--- src/tssd_pkg.sv ---
// Shared types, constants and register indexes of the steady-state detector.
package tssd_pkg;

   localparam int SAMPLE_BITS = 16;
   localparam int PERIOD_BITS = 16;
   localparam int WINDOW_SUM_BITS = 19;
   localparam int CSR_INDEX_BITS = 8;
   localparam int CSR_DATA_BITS = 16;
   localparam int CAPTURE_PORTS = 3;

   localparam int DEF_WINDOW_DEPTH = 5;
   localparam int DEF_CAPTURE_DEPTH = 3;

   // Band limits 0.95 and 1.05 of the average, scaled by 20 to integers.
   localparam int BAND_LOW_MUL = 19;
   localparam int BAND_HIGH_MUL = 21;
   localparam int BAND_SCALE = 20;

   localparam logic [PERIOD_BITS-1:0] CHECK_PERIOD_RESET = 16'd5000;
   localparam logic [PERIOD_BITS-1:0] MESSAGE_PERIOD_RESET = 16'd200;

   typedef logic [SAMPLE_BITS-1:0] sample_type;
   typedef logic [PERIOD_BITS-1:0] period_type;
   typedef logic [CSR_INDEX_BITS-1:0] csr_index_type;

   localparam csr_index_type REG_CHECK_PERIOD = 8'd0;
   localparam csr_index_type REG_MESSAGE_PERIOD = 8'd1;

   typedef struct packed {
      logic message_pulse;
      logic check_done;
      logic in_band;
      logic steady;
      logic [WINDOW_SUM_BITS-1:0] window_sum;
      sample_type capture_newest;
      sample_type capture_middle;
      sample_type capture_oldest;
   } result_type;

endpackage

--- src/tssd_if.sv ---
// Channel interfaces: sample words in, result words out, register writes.
interface tssd_req_if import tssd_pkg::*; ();
   logic valid;
   logic ready;
   sample_type sample;
   modport source (output valid, output sample, input ready);
   modport sink (input valid, input sample, output ready);
endinterface

interface tssd_rsp_if import tssd_pkg::*; ();
   logic valid;
   logic ready;
   logic message_pulse;
   logic check_done;
   logic in_band;
   logic steady;
   logic [WINDOW_SUM_BITS-1:0] window_sum;
   sample_type capture_newest;
   sample_type capture_middle;
   sample_type capture_oldest;
   modport source (output valid, output message_pulse, output check_done, output in_band,
                   output steady, output window_sum, output capture_newest,
                   output capture_middle, output capture_oldest, input ready);
   modport sink (input valid, input message_pulse, input check_done, input in_band,
                 input steady, input window_sum, input capture_newest,
                 input capture_middle, input capture_oldest, output ready);
endinterface

interface tssd_csr_if import tssd_pkg::*; ();
   logic valid;
   logic ready;
   csr_index_type index;
   logic [CSR_DATA_BITS-1:0] data;
   modport source (output valid, output index, output data, input ready);
   modport sink (input valid, input index, input data, output ready);
endinterface

--- src/tssd_tick_counter.sv ---
// Tick counter that counts advance strobes and fires and restarts when its period elapses.
module tssd_tick_counter import tssd_pkg::*; (
   input  logic       clock,
   input  logic       reset,
   input  logic       advance,
   input  period_type period,
   output logic       fire
);

   period_type count_ff;
   period_type count_in;
   period_type count_next;
   logic [PERIOD_BITS:0] count_plus;

   always_comb begin
      count_plus = {1'b0, count_ff} + {{PERIOD_BITS{1'b0}}, 1'b1};
      count_next = count_plus[PERIOD_BITS-1:0];
      // A period of zero, or one lowered below the count, fires at once.
      fire = (count_next >= period);
      if (advance) begin
         count_in = fire ? '0 : count_next;
      end else begin
         count_in = count_ff;
      end
   end

   always_ff @(posedge clock) begin
      if (reset) begin
         count_ff <= '0;
      end else begin
         count_ff <= count_in;
      end
   end

endmodule

--- src/tick_scheduled_steady_state_detector_core.sv ---
// Top level of the tick-scheduled steady-state detector.
// Each accepted sample word is one tick and yields exactly one result word. A
// message pulse is raised every message_period ticks and a steady-state check
// runs every check_period ticks; a check shifts the sample into the window,
// forms the window sum from a running total, and tests 19*sum < 20*D*sample <
// 21*sum. In-band samples are pushed into the capture history and set the
// sticky steady flag. Throughput is one word per cycle while results are
// drained; the whole update sits between the request handshake and the result
// register, and a new word is taken whenever the result register is empty or
// is being drained in the same cycle. Register writes are taken at any time.
module tick_scheduled_steady_state_detector_core import tssd_pkg::*; #(
   parameter int WINDOW_DEPTH = DEF_WINDOW_DEPTH,
   parameter int CAPTURE_DEPTH = DEF_CAPTURE_DEPTH
) (
   input logic clock,
   input logic reset,
   tssd_req_if.sink req_chan,
   tssd_rsp_if.source rsp_chan,
   tssd_csr_if.sink csr_chan
);

   localparam int SUM_BITS = SAMPLE_BITS + $clog2(WINDOW_DEPTH);
   localparam int PROD_BITS = SUM_BITS + 5;
   localparam int WIDE_BITS = (SUM_BITS > WINDOW_SUM_BITS) ? SUM_BITS : WINDOW_SUM_BITS;
   localparam int SAMPLE_SCALE = BAND_SCALE * WINDOW_DEPTH;

   period_type check_period_ff;
   period_type message_period_ff;

   sample_type history_ff [WINDOW_DEPTH];
   sample_type captures_ff [CAPTURE_DEPTH];
   logic [SUM_BITS-1:0] history_total_ff;
   logic [SUM_BITS-1:0] history_total_in;
   logic steady_ff;
   logic steady_in;
   logic [WINDOW_SUM_BITS-1:0] last_sum_ff;
   logic [WINDOW_SUM_BITS-1:0] last_sum_in;

   result_type result_ff;
   result_type result_in;
   logic out_valid_ff;

   logic accept;
   logic message_fire;
   logic check_fire;
   logic do_check;
   logic band;
   logic [SUM_BITS-1:0] sum;
   logic [WIDE_BITS-1:0] sum_wide;
   logic [PROD_BITS-1:0] low_bound;
   logic [PROD_BITS-1:0] high_bound;
   logic [PROD_BITS-1:0] scaled;
   sample_type capture_view [CAPTURE_PORTS];

   assign accept = req_chan.valid && req_chan.ready;
   assign req_chan.ready = !out_valid_ff || rsp_chan.ready;
   assign csr_chan.ready = 1'b1;

   always_ff @(posedge clock) begin
      if (reset) begin
         check_period_ff <= CHECK_PERIOD_RESET;
         message_period_ff <= MESSAGE_PERIOD_RESET;
      end else if (csr_chan.valid) begin
         case (csr_chan.index)
            REG_CHECK_PERIOD: check_period_ff <= csr_chan.data;
            REG_MESSAGE_PERIOD: message_period_ff <= csr_chan.data;
            default: ;
         endcase
      end
   end

   tssd_tick_counter u_message_counter (
      .clock   (clock),
      .reset   (reset),
      .advance (accept),
      .period  (message_period_ff),
      .fire    (message_fire)
   );

   tssd_tick_counter u_check_counter (
      .clock   (clock),
      .reset   (reset),
      .advance (accept),
      .period  (check_period_ff),
      .fire    (check_fire)
   );

   assign do_check = accept && check_fire;

   always_comb begin
      // The oldest entry drops out of the window as the new sample enters.
      sum = history_total_ff - SUM_BITS'(history_ff[WINDOW_DEPTH-1])
            + SUM_BITS'(req_chan.sample);
      sum_wide = WIDE_BITS'(sum);
      low_bound = PROD_BITS'(sum) * PROD_BITS'(BAND_LOW_MUL);
      high_bound = PROD_BITS'(sum) * PROD_BITS'(BAND_HIGH_MUL);
      scaled = PROD_BITS'(req_chan.sample) * PROD_BITS'(SAMPLE_SCALE);
      band = check_fire && (low_bound < scaled) && (scaled < high_bound);
      history_total_in = check_fire ? sum : history_total_ff;
      last_sum_in = check_fire ? sum_wide[WINDOW_SUM_BITS-1:0] : last_sum_ff;
      steady_in = steady_ff || band;
   end

   always_ff @(posedge clock) begin
      if (reset) begin
         for (int k = 0; k < WINDOW_DEPTH; k++) begin
            history_ff[k] <= '0;
         end
         for (int k = 0; k < CAPTURE_DEPTH; k++) begin
            captures_ff[k] <= '0;
         end
         history_total_ff <= '0;
         steady_ff <= 1'b0;
         last_sum_ff <= '0;
      end else if (accept) begin
         history_total_ff <= history_total_in;
         steady_ff <= steady_in;
         last_sum_ff <= last_sum_in;
         if (do_check) begin
            for (int k = WINDOW_DEPTH - 1; k > 0; k--) begin
               history_ff[k] <= history_ff[k-1];
            end
            history_ff[0] <= req_chan.sample;
         end
         if (band) begin
            for (int k = CAPTURE_DEPTH - 1; k > 0; k--) begin
               captures_ff[k] <= captures_ff[k-1];
            end
            captures_ff[0] <= req_chan.sample;
         end
      end
   end

   // Capture outputs see the history as it stands after this word.
   for (genvar g = 0; g < CAPTURE_PORTS; g++) begin : g_capture_view
      if (g == 0) begin : g_first
         assign capture_view[g] = band ? req_chan.sample : captures_ff[0];
      end else if (g < CAPTURE_DEPTH) begin : g_slot
         assign capture_view[g] = band ? captures_ff[g-1] : captures_ff[g];
      end else begin : g_empty
         assign capture_view[g] = '0;
      end
   end

   always_comb begin
      result_in.message_pulse = message_fire;
      result_in.check_done = check_fire;
      result_in.in_band = band;
      result_in.steady = steady_in;
      result_in.window_sum = last_sum_in;
      result_in.capture_newest = capture_view[0];
      result_in.capture_middle = capture_view[1];
      result_in.capture_oldest = capture_view[2];
   end

   always_ff @(posedge clock) begin
      if (reset) begin
         out_valid_ff <= 1'b0;
      end else if (accept) begin
         out_valid_ff <= 1'b1;
      end else if (rsp_chan.ready) begin
         out_valid_ff <= 1'b0;
      end
   end

   always_ff @(posedge clock) begin
      if (accept) begin
         result_ff <= result_in;
      end
   end

   assign rsp_chan.valid = out_valid_ff;
   assign rsp_chan.message_pulse = result_ff.message_pulse;
   assign rsp_chan.check_done = result_ff.check_done;
   assign rsp_chan.in_band = result_ff.in_band;
   assign rsp_chan.steady = result_ff.steady;
   assign rsp_chan.window_sum = result_ff.window_sum;
   assign rsp_chan.capture_newest = result_ff.capture_newest;
   assign rsp_chan.capture_middle = result_ff.capture_middle;
   assign rsp_chan.capture_oldest = result_ff.capture_oldest;

endmodule

--- src/flat_wrapper.sv ---
// flat-port wrapper written by rule: the top's interface ports become plain ports
module tick_scheduled_steady_state_detector_core_flat import tssd_pkg::*;
#(
   parameter int WINDOW_DEPTH = DEF_WINDOW_DEPTH,
   parameter int CAPTURE_DEPTH = DEF_CAPTURE_DEPTH
)
  (clock, reset, req_chan_valid, req_chan_sample, req_chan_ready, rsp_chan_valid, rsp_chan_message_pulse, rsp_chan_check_done, rsp_chan_in_band, rsp_chan_steady, rsp_chan_window_sum, rsp_chan_capture_newest, rsp_chan_capture_middle, rsp_chan_capture_oldest, rsp_chan_ready, csr_chan_valid, csr_chan_index, csr_chan_data, csr_chan_ready);
  tssd_req_if req_chan_i ();
  tssd_rsp_if rsp_chan_i ();
  tssd_csr_if csr_chan_i ();
  input logic clock;
  input logic reset;
  input wire logic [$bits(req_chan_i.valid)-1:0] req_chan_valid;
  input wire logic [$bits(req_chan_i.sample)-1:0] req_chan_sample;
  output wire logic [$bits(req_chan_i.ready)-1:0] req_chan_ready;
  output wire logic [$bits(rsp_chan_i.valid)-1:0] rsp_chan_valid;
  output wire logic [$bits(rsp_chan_i.message_pulse)-1:0] rsp_chan_message_pulse;
  output wire logic [$bits(rsp_chan_i.check_done)-1:0] rsp_chan_check_done;
  output wire logic [$bits(rsp_chan_i.in_band)-1:0] rsp_chan_in_band;
  output wire logic [$bits(rsp_chan_i.steady)-1:0] rsp_chan_steady;
  output wire logic [$bits(rsp_chan_i.window_sum)-1:0] rsp_chan_window_sum;
  output wire logic [$bits(rsp_chan_i.capture_newest)-1:0] rsp_chan_capture_newest;
  output wire logic [$bits(rsp_chan_i.capture_middle)-1:0] rsp_chan_capture_middle;
  output wire logic [$bits(rsp_chan_i.capture_oldest)-1:0] rsp_chan_capture_oldest;
  input wire logic [$bits(rsp_chan_i.ready)-1:0] rsp_chan_ready;
  input wire logic [$bits(csr_chan_i.valid)-1:0] csr_chan_valid;
  input wire logic [$bits(csr_chan_i.index)-1:0] csr_chan_index;
  input wire logic [$bits(csr_chan_i.data)-1:0] csr_chan_data;
  output wire logic [$bits(csr_chan_i.ready)-1:0] csr_chan_ready;
  assign req_chan_i.valid = req_chan_valid;
  assign req_chan_i.sample = req_chan_sample;
  assign req_chan_ready = req_chan_i.ready;
  assign rsp_chan_valid = rsp_chan_i.valid;
  assign rsp_chan_message_pulse = rsp_chan_i.message_pulse;
  assign rsp_chan_check_done = rsp_chan_i.check_done;
  assign rsp_chan_in_band = rsp_chan_i.in_band;
  assign rsp_chan_steady = rsp_chan_i.steady;
  assign rsp_chan_window_sum = rsp_chan_i.window_sum;
  assign rsp_chan_capture_newest = rsp_chan_i.capture_newest;
  assign rsp_chan_capture_middle = rsp_chan_i.capture_middle;
  assign rsp_chan_capture_oldest = rsp_chan_i.capture_oldest;
  assign rsp_chan_i.ready = rsp_chan_ready;
  assign csr_chan_i.valid = csr_chan_valid;
  assign csr_chan_i.index = csr_chan_index;
  assign csr_chan_i.data = csr_chan_data;
  assign csr_chan_ready = csr_chan_i.ready;
  tick_scheduled_steady_state_detector_core #(.WINDOW_DEPTH(WINDOW_DEPTH), .CAPTURE_DEPTH(CAPTURE_DEPTH)) u_core (.clock(clock), .reset(reset), .req_chan(req_chan_i), .rsp_chan(rsp_chan_i), .csr_chan(csr_chan_i));
endmodule
--- config.mk ---
export PLATFORM = sky130hd
export DESIGN_NAME = tick_scheduled_steady_state_detector_core_flat
export DESIGN_NICKNAME = d
export VERILOG_FILES = /design/src/tssd_pkg.sv /design/src/tssd_if.sv /design/src/tssd_tick_counter.sv /design/src/tick_scheduled_steady_state_detector_core.sv /design/src/flat_wrapper.sv
export SDC_FILE = /design/constraint.sdc
export NUM_CORES = 1
export LEC_CHECK = 0
export ABC_AREA = 0
export BUFFER_PORTS_ARGS = -buffer_cell sky130_fd_sc_hd__buf_4
export CORE_MARGIN = 2
export CORE_UTILIZATION = 60
export DETAILED_ROUTE_END_ITERATION = 12
export PLACE_DENSITY = 0.79
export SYNTH_ARGS = -nofsm -noshare
export SYNTH_HDL_FRONTEND = slang
export SYNTH_SLANG_ARGS = --single-unit
--- constraint.sdc ---
create_clock -name clock -period 20.3 [get_ports clock]
set_input_delay 2.03 -clock clock [delete_from_list [all_inputs] [get_ports clock]]
set_output_delay 2.03 -clock clock [all_outputs]
set_load 0.03 [all_outputs]
**Word level (Yosys, flattened, before mapping)**

Memory sizes are Yosys's and may differ from the RTL's.
Cells that the tools add are included.

- Register bits after elaboration: 175
- Bits in writable memories: 128
- Bits of input ports: 45
- Output and inout port bits: 74
- Logic and storage cells: 76
- Memories: 2

- Add/subtract/negate cells: 4
- Multiply operators: 3
- Magnitude comparators: 4
- Eq/ne operators: 1
- Muxes and demuxes: 26
- Bitwise gates (word level): 8
- Reduce and logical (&&, ||, !) cells: 12

Memory list:

| name | depth | bits a word | read ports | clocked after Yosys merged registers in | wr ports | RTL line | RTL |
|---|---|---|---|---|---|---|---|
| u_core.history_ff | 5 | 16 | 5 | 0 | 5 | tick_scheduled_steady_state_detector_core.sv:30 | `sample_type history_ff [WINDOW_DEPTH];` |
| u_core.captures_ff | 3 | 16 | 3 | 0 | 3 | tick_scheduled_steady_state_detector_core.sv:31 | `sample_type captures_ff [CAPTURE_DEPTH];` |

Operators with widths:

| kind | number |
|---|---|
| $mux 16 | 13 |
| $mul 19x5->24 const B | 2 |
| $add 16x1->16 const B | 2 |
| $ge 16x16->1 | 2 |
| $lt 23x24->1 | 1 |
| $lt 24x23->1 | 1 |
| $mul 16x5->21 const B | 1 |
| $add 19x16->19 | 1 |
| $mux 19 | 1 |
| $sub 19x16->19 | 1 |
| $mux 1 | 12 |
| $eq 8x1->1 const B | 1 |
| $logic_not 8->1 | 1 |
| $or 1x1->1 | 8 |
| $reduce_and 2->1 | 3 |
| $logic_and 1x1->1 | 4 |
| $logic_or 1x1->1 | 2 |
| $reduce_bool 2->1 | 1 |
| $logic_not 1->1 | 1 |

**Logic depth before layout (Yosys ltp)**

Gate-level depths: netlist (run 1).
An unclocked memory read counts as a cell.

- Depth after elaboration: 12
- Depth in mapped cells: 35
- Mapped depth without buffers: 33

**By module**

Synthesis (run 1) repeated with hierarchy kept, for this count alone.

- Cells, all modules: 1978
- Area total of the unflattened synthesis: 20465.9 sq um

Modules (own cells, without submodules):

| module | times used | cells each | area an instance (sq um) |
|---|---|---|---|
| tick_scheduled_steady_state_detector_core | 1 | 1637 | 17655.7 |
| tssd_tick_counter at u_core.u_message_counter | 1 | 172 | 1417.6 |
| tssd_tick_counter at u_core.u_check_counter | 1 | 169 | 1392.6 |

**Least setup slack after synthesis (run 1)**

Ideal clock, no wire load.

- Path type: input to register
- Start: input port req_chan_sample[1]
- End: memory u_core.captures_ff[0][0] in the netlist's numbering (enable)
- Data arrival time: 10.758 ns
- Data required time: 19.836 ns
- Path slack: 9.078 ns
- Stages on the path: 30
- Cells stage by stage: inv_1 > fa_1 > fa_1 > nand2b_1 > a21oi_1 > o41a_1 > a21o_1 > a21oi_1 > xnor2_1 > ha_1 > ha_1 > inv_1 > fa_1 > inv_1 > ha_1 > or2_2 > a21oi_1 > a31oi_1 > a211o_1 > a41o_1 > a21oi_1 > xor2_1 > ha_1 > a2111oi_0 > o21ai_0 > o32ai_1 > o211ai_2 > buf_6 > buf_2 > o21bai_1

RTL lines:

| what | RTL line | RTL |
|---|---|---|
| from (decl) | flat_wrapper.sv:14 | `input wire logic [$bits(req_chan_i.sample)-1:0] req_chan_sample;` |
| to (decl) | tick_scheduled_steady_state_detector_core.sv:31 |  |

==> results.cfg, run 1 <==
[run_status]
outcome = completed

[global_route]
grt_pass1_vias = 13625
grt_start_max_net_pins = 100
grt_pass1_wl_mm = 69.3
antenna_found_initial = 0
gr-total-overflow = 0
grt_util_all_layers = 0.253

[synth]
synth_fa_ha_area_frac = 0.210
synth-edff-count = 199
netlist_area_mm2 = 0.0199
synth_top_family_by_area = adder cells
synth_xor_area_frac = 0.0497
ys_ff_latch = 303
syn_inst = 1955
synth_compound_gate_area_share = 0.0932
muxShareOfSynthArea = 0.0487
synth.net_count = 2300
synthSimpleGateAreaFrac = 0.113
synth_seq_area_share = 0.405
post_synth_num_cell_types = 70
synth_top_area_share = 0.300
synthArstFlopShare = 0
syn_avg_cell_area_um2 = 10.2
ys_warn_count = 0
yosysTopAreaCell = edfxtp_1
synth_top_flop_cell = edfxtp_1
synthTopCellsByArea = edfxtp_1 30%, ha_1 15%, dfxtp_1 10%, inv_1 6.5%, fa_1 5.6%

[pwr]
sw_frac_of_total = 0.419
power.density_mw_per_mm2 = 138
internal_power_mw = 1.78
power_frac_comb = 0.590
p_clk_frac = 0.188
p_switching_mw = 1.28
power_leakage_nw = 10.8
peakVddDrop_mv = 0.130
p_seq_frac = 0.222

[clock_network]
clock_path_buffers = 3
cts-hold-fix-buffers = 0
clk_latency_ns = 0.59
htreeDepth = 1
cts_tree = done
clockRootBuffer = clkbuf_16
clkTransAtPathRegs_ns = 0.06
cts_sinks = 303
cts_made_buffers = 31
cts_setup_buffers = 0
post_cts_resized = 0

[setup_path]
crit_fanout = 51
cp-start-kind = primary input
crit_path_end_kind = register
cpPeakStageDelay_ns = 0.80
r2r_end = u_core.captures_ff[0][46]$_SDFFCE_PN0P_
slowest_stage = xnor2_1
crit_required_ns = 20.53
reg2reg_depth = 29
cp_data_arrival_time_ns = 10.70
crit_type = in -> reg
crit_start = req_chan_sample[1]
r2r_setup_slack_ns = 11.24
reg2reg_from = u_core.history_ff[0][65]$_SDFFCE_PN0P_

[final_layout]
drive_gt1_frac = 0.108
final_area_mm2 = 0.0222
nets = 2402
multi_input_area_mm2 = 0.0103
layout.cells.most_common = inv_1
ff_latch_area_mm2 = 0.00806
fill_cells = 2454
most-common-layout-cells = 344 x inv_1, 244 x ha_1, 199 x edfxtp_1, 129 x buf_4, 107 x nor2_1
diodes = 0
layout.cells.non_filler = 2524
synthToLayoutAreaGrowth_pct = 11.6

[routing]
via_count = 14108
avgViaCountPerCell = 5.59
wl_per_cell_um = 17.1
ant_nets = 0
drt-total-wl_mm = 43.2
drc = 0
drt_iter0_drc = 1145
dr.pass1.iters = 6

[die]
num_rows = 66
start_util = 0.610
dieArea_mm2 = 0.0346
fp.dieH_um = 186
die_w_um = 186
ios = 119
core_mm2 = 0.0326

[worst_hold_path]
hold_end = u_core.last_sum_ff[0]$_SDFFE_PP0P_
min_from = u_core.last_sum_ff[0]$_SDFFE_PP0P_
hold_depth = 2
min_path_type = reg -> reg

[timing]
fmax_mhz = 95.5
maxSlewHeadroom = 0.272
maxSlewViolCount = 0
hold_viol = 0
skew_ns = 0.0317
period_minus_slack_ns = 10.47
post-route-period-util = 0.516
setup_viol_count_final = 0
worst_pin_slew_ns = 1.09
rsz0062_at_grt = no
tns_ns = 0

[placement]
dp_cells = 2466
finalWeightedCongestion = 0.894
post-dp-hpwl_mm = 31.7
port_buffers = 117
placed_area_mm2 = 0.0212

[run]
drv_cap = 0
## Yosys cell counts, types with 8 or more instances
| library cell | n |
|---|---|
| inv_1 | 345 |
| ha_1 | 244 |
| edfxtp_1 | 199 |
| nor2_1 | 109 |
| dfxtp_1 | 104 |
| and3_1 | 89 |
| a21oi_1 | 87 |
| nand2_1 | 85 |
| o21ai_0 | 68 |
| xnor2_1 | 67 |
| nor3_1 | 65 |
| fa_1 | 56 |
| mux2i_1 | 56 |
| xor2_1 | 46 |
| clkbuf_1 | 40 |
| a21o_1 | 33 |
| nand3_1 | 33 |
| mux2_4 | 16 |
| mux2_2 | 15 |
| nand3b_1 | 14 |
| o22ai_1 | 14 |
| nand2b_1 | 13 |
| nand4_1 | 11 |
| a211o_1 | 10 |
| o21a_1 | 10 |
| a22o_1 | 9 |
| a31oi_1 | 9 |
| buf_2 | 9 |
| o21bai_1 | 9 |
| nor2b_1 | 8 |
## per-stage QoR
| stage | hold slack [ns] | power [mW] | utilization | setup slack, ns |
|---|---|---|---|---|
| 2_1_floorplan | 0.419 | 2.07 | - | 9.08 |
| 3_3_place_gp | 0.429 | 2.42 | 0.649 | 9.55 |
| 3_5_place_dp | 0.435 | 2.48 | 0.649 | 9.32 |
| 4_1_cts | 0.445 | 3.06 | 0.680 | 9.89 |
| 5_1_grt | 0.452 | 3.34 | 0.680 | 9.25 |
| 6_report | 0.443 | 3.06 | 0.680 | 9.83 |
## layout make-up
| cell class | count | share of cell area |
|---|---|---|
| repair buffers | 129 | 0.0436 |
| inverters | 346 | 0.0587 |
| well taps | 442 | 0.0249 |
| clock buffers | 48 | 0.0410 |
| clock inverters | 10 | 0.00558 |
| flip-flops and latches | 303 | 0.363 |
| multi-input cells | 1246 | 0.463 |
## power by group through the flow
stage	Combinational (mW)	Sequential [mW]	Clock, mW
3_5_place_dp	1.78	0.694	0
3_3_place_gp	1.73	0.693	0
6_report	1.80	0.680	0.575
4_1_cts	1.80	0.681	0.582
5_1_grt	2.06	0.682	0.603
2_1_floorplan	1.36	0.707	0
## how the worst max path moves through the flow
stage,end,cells past startpoint
after floorplan,u_core.captures_ff[0][0]$_SDFFCE_PN0P_,30
after detailed placement,u_core.captures_ff[0][30]$_SDFFCE_PN0P_,31
after CTS,u_core.captures_ff[0][46]$_SDFFCE_PN0P_,31
final,u_core.captures_ff[0][46]$_SDFFCE_PN0P_,31
after global routing,u_core.rsp_chan.capture_oldest[1]$_DFFE_PP_,35
after global placement,u_core.rsp_chan.capture_oldest[1]$_DFFE_PP_,32
## flip-flops by register name, summed over array words and instances (netlist names)
register,count
u_core.rsp_chan.capture_oldest,16
u_core.u_check_counter.count_ff,16
u_core.history_ff,80
u_core.rsp_chan.capture_middle,16
u_core.rsp_chan.in_band,1
u_core.history_total_ff,19
u_core.last_sum_ff,19
u_core.rsp_chan.window_sum,19
u_core.rsp_chan.message_pulse,1
u_core.u_message_counter.count_ff,16
u_core.message_period_ff,16
u_core.rsp_chan.capture_newest,16
u_core.rsp_chan.check_done,1
u_core.rsp_chan.valid,1
u_core.check_period_ff,16
u_core.captures_ff,48
u_core.steady_ff,1
u_core.rsp_chan.steady,1
## worst max-delay path: cells and delay by family
family	cells	cell delay (ns)
buffers and inverters	6	1.29
AO/OA/AOI/OAI	14	3.32
adder cells (fa/ha/maj)	7	2.67
AND/OR/NAND/NOR	2	0.46
XOR/XNOR	2	0.89
## per-layer routing
metal  wire (um)  up-vias  GRT usage  share of wire
met5           0        -          0              0
met4        1760        0     0.0976          0.041
met1       19300     6733      0.345           0.45
met2       19700      387      0.414           0.46
met3        2310       87     0.0311          0.054
li1            -     6901          -              -
## kinds of logic after synthesis
group / count (synthesis)
AOI/OAI and AO/OA: 292
xor gates and xnor gates: 113
adders and majority gates: 300
buffers and inverters: 406
DFF: 303
muxes: 87
other: 1
and+or+nand+nor: 453
Power figures use the tool's default switching activity.
==> run 2, diff against run 1 <==
CORE_UTILIZATION = 56   (was 60)
PLACE_DENSITY = 0.77   (was 0.79)
clock period = 9.1 ns   (was 20.3 ns; I/O delays follow)
==> run 2 against run 1 <==
  * Routed wire length grew 0.83%
  * Worst hold slack gained 0.0068 ns
  * Non-clock buffer count grew 21
  * Register-to-register slack lost 10 ns
  * Core utilization shrank 4.4 points
  * Clock skew shrank 0.018 ns
  * Die area grew 7.0%
  * Cell count grew 1.7%
  * Largest cell class unchanged
  * Largest power group unchanged
==> results.cfg, run 2 (same netlist as run 1, synthesis figures left out) <==
[timing]
hold_viol = 0
timing.hold.ws_ns = 0.450
maxSlewViolCount = 0
period_minus_slack_ns = 8.20
post-route-period-util = 0.901
tns_ns = 0
skew_ns = 0.0140
maxSlewHeadroom = 0.266
fmax_mhz = 122
worst_pin_slew_ns = 1.10
setup_viol_count_final = 0
fin_ws_ns = 0.897
rsz0062_at_grt = no

[die]
start_util = 0.563
fp.dieH_um = 192
dieArea_mm2 = 0.0371
ios = 119
die_w_um = 192
core_mm2 = 0.0353
num_rows = 69

[run_status]
outcome = completed

[placement]
placed_area_mm2 = 0.0214
finalWeightedCongestion = 0.935
pre_cts_ws_ns = 0.452
post-dp-hpwl_mm = 32.8
dp_cells = 2506
port_buffers = 117

[setup_path]
slowest_stage = fa_1
crit_required_ns = 9.36
crit_type = in -> reg
crit_path_end_kind = register
cp_data_arrival_time_ns = 8.47
crit_fanout = 50
cp-start-kind = primary input
cpPeakStageDelay_ns = 0.59
worst_path_most_repeated_cell = ha_1

[clock_network]
clk_latency_ns = 0.52
cts-hold-fix-buffers = 0
clkTransAtPathRegs_ns = 0.06
post_cts_resized = 0
cts_tree = done
clockRootBuffer = clkbuf_16
cts_setup_buffers = 0
clock_path_buffers = 3
cts_sinks = 303
cts_made_buffers = 34
htreeDepth = 2

[final_layout]
nets = 2426
drive_gt1_frac = 0.117
diodes = 0
most-common-layout-cells = 344 x inv_1, 244 x ha_1, 199 x edfxtp_1, 148 x buf_4, 107 x nor2_1
largest_reg_flops = 80
fill_cells = 2765
regMostFlops = u_core.history_ff
ff_latch_area_mm2 = 0.00806
final_area_mm2 = 0.0225
fin_util = 0.637
reg_top3 = u_core.history_ff x80, u_core.captures_ff x48
layout.cells.most_common = inv_1
multi_input_area_mm2 = 0.0103
layout.cells.non_filler = 2568
synthToLayoutAreaGrowth_pct = 13.0

[routing]
dr.pass1.iters = 5
via_count = 14240
top_layer_used = met4
drc = 0
wl_per_cell_um = 16.9
dr_wl_met2_mm = 20.1
m1WireLength_mm = 19.4
avgViaCountPerCell = 5.55
drt_iter0_drc = 857
wl_met3_mm = 2.62
drt-total-wl_mm = 43.5
ant_nets = 0

[pwr]
p_seq_frac = 0.215
sw_frac_of_total = 0.421
totalPowerFinal_mw = 7.07
p_clk_frac = 0.196
peakVddDrop_mv = 0.284
internal_power_mw = 4.10
power.density_mw_per_mm2 = 315
power_leakage_nw = 11.0
power_frac_comb = 0.590
p_switching_mw = 2.98

[run]
drv_cap = 0

[global_route]
grt_util_all_layers = 0.237
grt_pass1_wl_mm = 69.6
gr-total-overflow = 0
grt_start_max_net_pins = 74
antenna_found_initial = 0
grt_pass1_vias = 13898

[worst_hold_path]
min_path_type = reg -> reg
-- run 2: changes by cell type in the layout (fill, tap and decap cells not counted), sizes merged --
cell	change
clkinvlp	+1
inv	+2
bufinv	+1
buf	+21
-- run 2: metal layers --
| metal | track usage | up-vias |
|---|---|---|
| met5 | 0 | - |
| met4 | 0.0787 | 0 |
| met3 | 0.0413 | 86 |
| met2 | 0.384 | 370 |
| met1 | 0.322 | 6820 |
| li1 | - | 6964 |
-- run 2: cell type report --
type	count	share of cell area
timing repair buffer	150	0.0512
clock inverter	14	0.00773
tap	461	0.0256
multi-input combinational	1246	0.457
sequential	303	0.358
clock buffer	48	0.0420
inverter	346	0.0579
-- run 2: path summary, 6_finish.rpt --
| check | start | to | slack [ns] | cells past startpoint |
|---|---|---|---|---|
| max | req_chan_sample[1] | u_core.rsp_chan.capture_oldest[2]$_DFFE_PP_ | 0.90 | 32 |
| min | u_core.last_sum_ff[10]$_SDFFE_PP0P_ | u_core.last_sum_ff[10]$_SDFFE_PP0P_ | 0.45 | 2 |
| max reg2reg | u_core.history_ff[0][65]$_SDFFCE_PN0P_ | u_core.rsp_chan.capture_oldest[2]$_DFFE_PP_ | 1.10 | 30 |
| min reg2reg | u_core.last_sum_ff[10]$_SDFFE_PP0P_ | u_core.last_sum_ff[10]$_SDFFE_PP0P_ | 0.45 | 2 |
-- run 2: power by group through the flow --
stage	clock [mW]	sequential, mW	combinational [mW]
2_1_floorplan	0	1.58	3.04
3_3_place_gp	0	1.55	3.94
3_5_place_dp	0	1.55	4.09
4_1_cts	1.41	1.52	4.13
5_1_grt	1.46	1.52	4.72
6_report	1.39	1.52	4.17
-- run 2: worst max-delay path, delay by kind of cell --
| kind | cells | cell delay (ns) |
|---|---|---|
| compound gates | 13 | 3.09 |
| buf+inv | 6 | 0.59 |
| simple gates | 3 | 0.53 |
| fa+ha+maj | 7 | 2.53 |
| mux | 1 | 0.33 |
| xor+xnor | 2 | 0.46 |
==> run 3, diff against run 2 <==
RECOVER_POWER = 25   (was not set)
==> run 3 against run 2 <==
  * The flow now finishes with violations (max-capacitance violations, max-slew violations)
  * Total power fell by 0.20%
  * Die area did not move
  * Combinational power about the same
  * Cell count unchanged
  * Clock power hardly changed
  * Non-clock buffer count unchanged
  * Core utilization decreased by 0.81 points
  * Routed wire length rose by 0.36%
  * Worst hold slack gained 0.00070 ns
  * Sequential power is essentially flat
==> results.cfg, run 3 (same netlist as run 1, synthesis figures left out) <==
[setup_path]
crit_start = req_chan_sample[1]
crit_type = in -> reg
crit_required_ns = 9.36
endpoint = u_core.rsp_chan.capture_oldest[2]$_DFFE_PP_
worst_path_most_repeated_cell = ha_1
cp-start-kind = primary input
path_depth = 32
r2r_setup_slack_ns = 1.09
slowest_stage = fa_1
cpPeakStageDelay_ns = 0.59
r2r_end = u_core.rsp_chan.capture_oldest[2]$_DFFE_PP_
crit_path_end_kind = register
cp_top_family = compound AO/OA/AOI/OAI gates
reg2reg_from = u_core.history_ff[0][65]$_SDFFCE_PN0P_
crit_fanout = 50
path_buf_inv = 6
reg2reg_depth = 30
cp_data_arrival_time_ns = 8.48

[global_route]
antenna_found_initial = 0
grt_start_max_net_pins = 74
grt_pass1_wl_mm = 69.6
gr-total-overflow = 0
grt_pass1_vias = 13898
grt_util_all_layers = 0.237

[placement]
dp_cells = 2506
post-dp-hpwl_mm = 32.8
port_buffers = 117
finalWeightedCongestion = 0.935
placed_area_mm2 = 0.0214

[run]
drv_cap = 3

[clock_network]
cts_tree = done
htreeDepth = 2
clockRootBuffer = clkbuf_16
post_cts_resized = 0
cts_sinks = 303
cts_setup_buffers = 0
clkTransAtPathRegs_ns = 0.06
cts-hold-fix-buffers = 0
clk_latency_ns = 0.52
cts_made_buffers = 34
clock_path_buffers = 3

[final_layout]
largest_reg_flops = 80
most-common-layout-cells = 344 x inv_1, 244 x ha_1, 199 x edfxtp_1, 107 x nor2_1, 104 x dfxtp_1
fin_util = 0.629
reg_top3 = u_core.history_ff x80, u_core.captures_ff x48
ff_latch_area_mm2 = 0.00806
synthToLayoutAreaGrowth_pct = 11.6
nets = 2426
layout.cells.non_filler = 2568
fill_cells = 2844
layout.cells.most_common = inv_1
final_area_mm2 = 0.0222
multi_input_area_mm2 = 0.0103
diodes = 0
drive_gt1_frac = 0.0807
regMostFlops = u_core.history_ff

[pwr]
p_switching_mw = 2.97
peakVddDrop_mv = 0.284
power.density_mw_per_mm2 = 318
internal_power_mw = 4.09
p_seq_frac = 0.215
power_frac_comb = 0.589
p_clk_frac = 0.196
power_leakage_nw = 10.7
sw_frac_of_total = 0.421

[timing]
skew_ns = 0.0140
tns_ns = 0
setup_viol_count_final = 0
fmax_mhz = 122
rsz0062_at_grt = no
maxSlewHeadroom = -0.882
period_minus_slack_ns = 8.21
worst_pin_slew_ns = 2.82
maxSlewViolCount = 163
hold_viol = 0
post-route-period-util = 0.903

[run_status]
violations = max-capacitance violations, max-slew violations
outcome = complete, but fails checks

[routing]
wl_per_cell_um = 17.0
avgViaCountPerCell = 5.54
drc = 0
drt-total-wl_mm = 43.7
via_count = 14233
drt_iter0_drc = 962
ant_nets = 0
dr.pass1.iters = 6

[worst_hold_path]
min_path_type = reg -> reg

[die]
fp.dieH_um = 192
core_mm2 = 0.0353
ios = 119
num_rows = 69
start_util = 0.563
die_w_um = 192
dieArea_mm2 = 0.0371
## run 3: stage by stage
stage	total power, mW	hold slack, ns	setup WS, ns
after global placement	5.49	0.430	0.597
after detailed placement	5.63	0.435	0.452
after CTS	7.05	0.450	0.925
after floorplan	4.62	0.419	0.0232
after global routing	7.69	0.476	0.278
final	7.06	0.451	0.885
## run 3: power groups by stage
stage | combinational, mW | clock (mW) | sequential (mW)
floorplan | 3.04 | 0 | 1.58
global placement | 3.94 | 0 | 1.55
detailed placement | 4.09 | 0 | 1.55
CTS | 4.13 | 1.41 | 1.52
global route | 4.70 | 1.46 | 1.52
finish | 4.16 | 1.38 | 1.52
## run 3: worst reg2reg max path, delay by kind of cell, from the launching register on
family                   cells  cell delay (ns)
buffers and inverters        4             0.40
XOR/XNOR                     2             0.46
AO/OA/AOI/OAI               13             3.10
AND/OR/NAND/NOR              3             0.53
flip-flops                   1             0.41
adder cells (fa/ha/maj)      7             2.51
multiplexers                 1             0.36
## run 3: area by class of cell
class                      instances  area share
timing repair buffer             150      0.0390
clock buffer                      48      0.0425
tap                              461      0.0260
sequential                       303       0.363
clock inverter                    14     0.00783
inverter                         346      0.0586
multi-input combinational       1246       0.463
## run 3: per-layer routing
layer	vias to the layer above	global-route usage	wire (um)
li1	6968	-	-
met1	6797	0.322	19500
met2	388	0.384	20100
met3	80	0.0413	2690
met4	0	0.0787	1320
met5	-	0	0
## run 3: how the worst min path moves through the flow
stage	startpoint	end	slack, ns	depth (start not counted)
2_1_floorplan	u_core.last_sum_ff[0]$_SDFFE_PP0P_	u_core.last_sum_ff[0]$_SDFFE_PP0P_	0.42	2
3_3_place_gp	u_core.last_sum_ff[10]$_SDFFE_PP0P_	u_core.last_sum_ff[10]$_SDFFE_PP0P_	0.43	2
3_5_place_dp	u_core.last_sum_ff[10]$_SDFFE_PP0P_	u_core.last_sum_ff[10]$_SDFFE_PP0P_	0.44	2
4_1_cts	u_core.last_sum_ff[10]$_SDFFE_PP0P_	u_core.last_sum_ff[10]$_SDFFE_PP0P_	0.45	2
5_1_grt	u_core.last_sum_ff[4]$_SDFFE_PP0P_	u_core.last_sum_ff[4]$_SDFFE_PP0P_	0.48	2
6_report	u_core.last_sum_ff[2]$_SDFFE_PP0P_	u_core.last_sum_ff[2]$_SDFFE_PP0P_	0.45	2
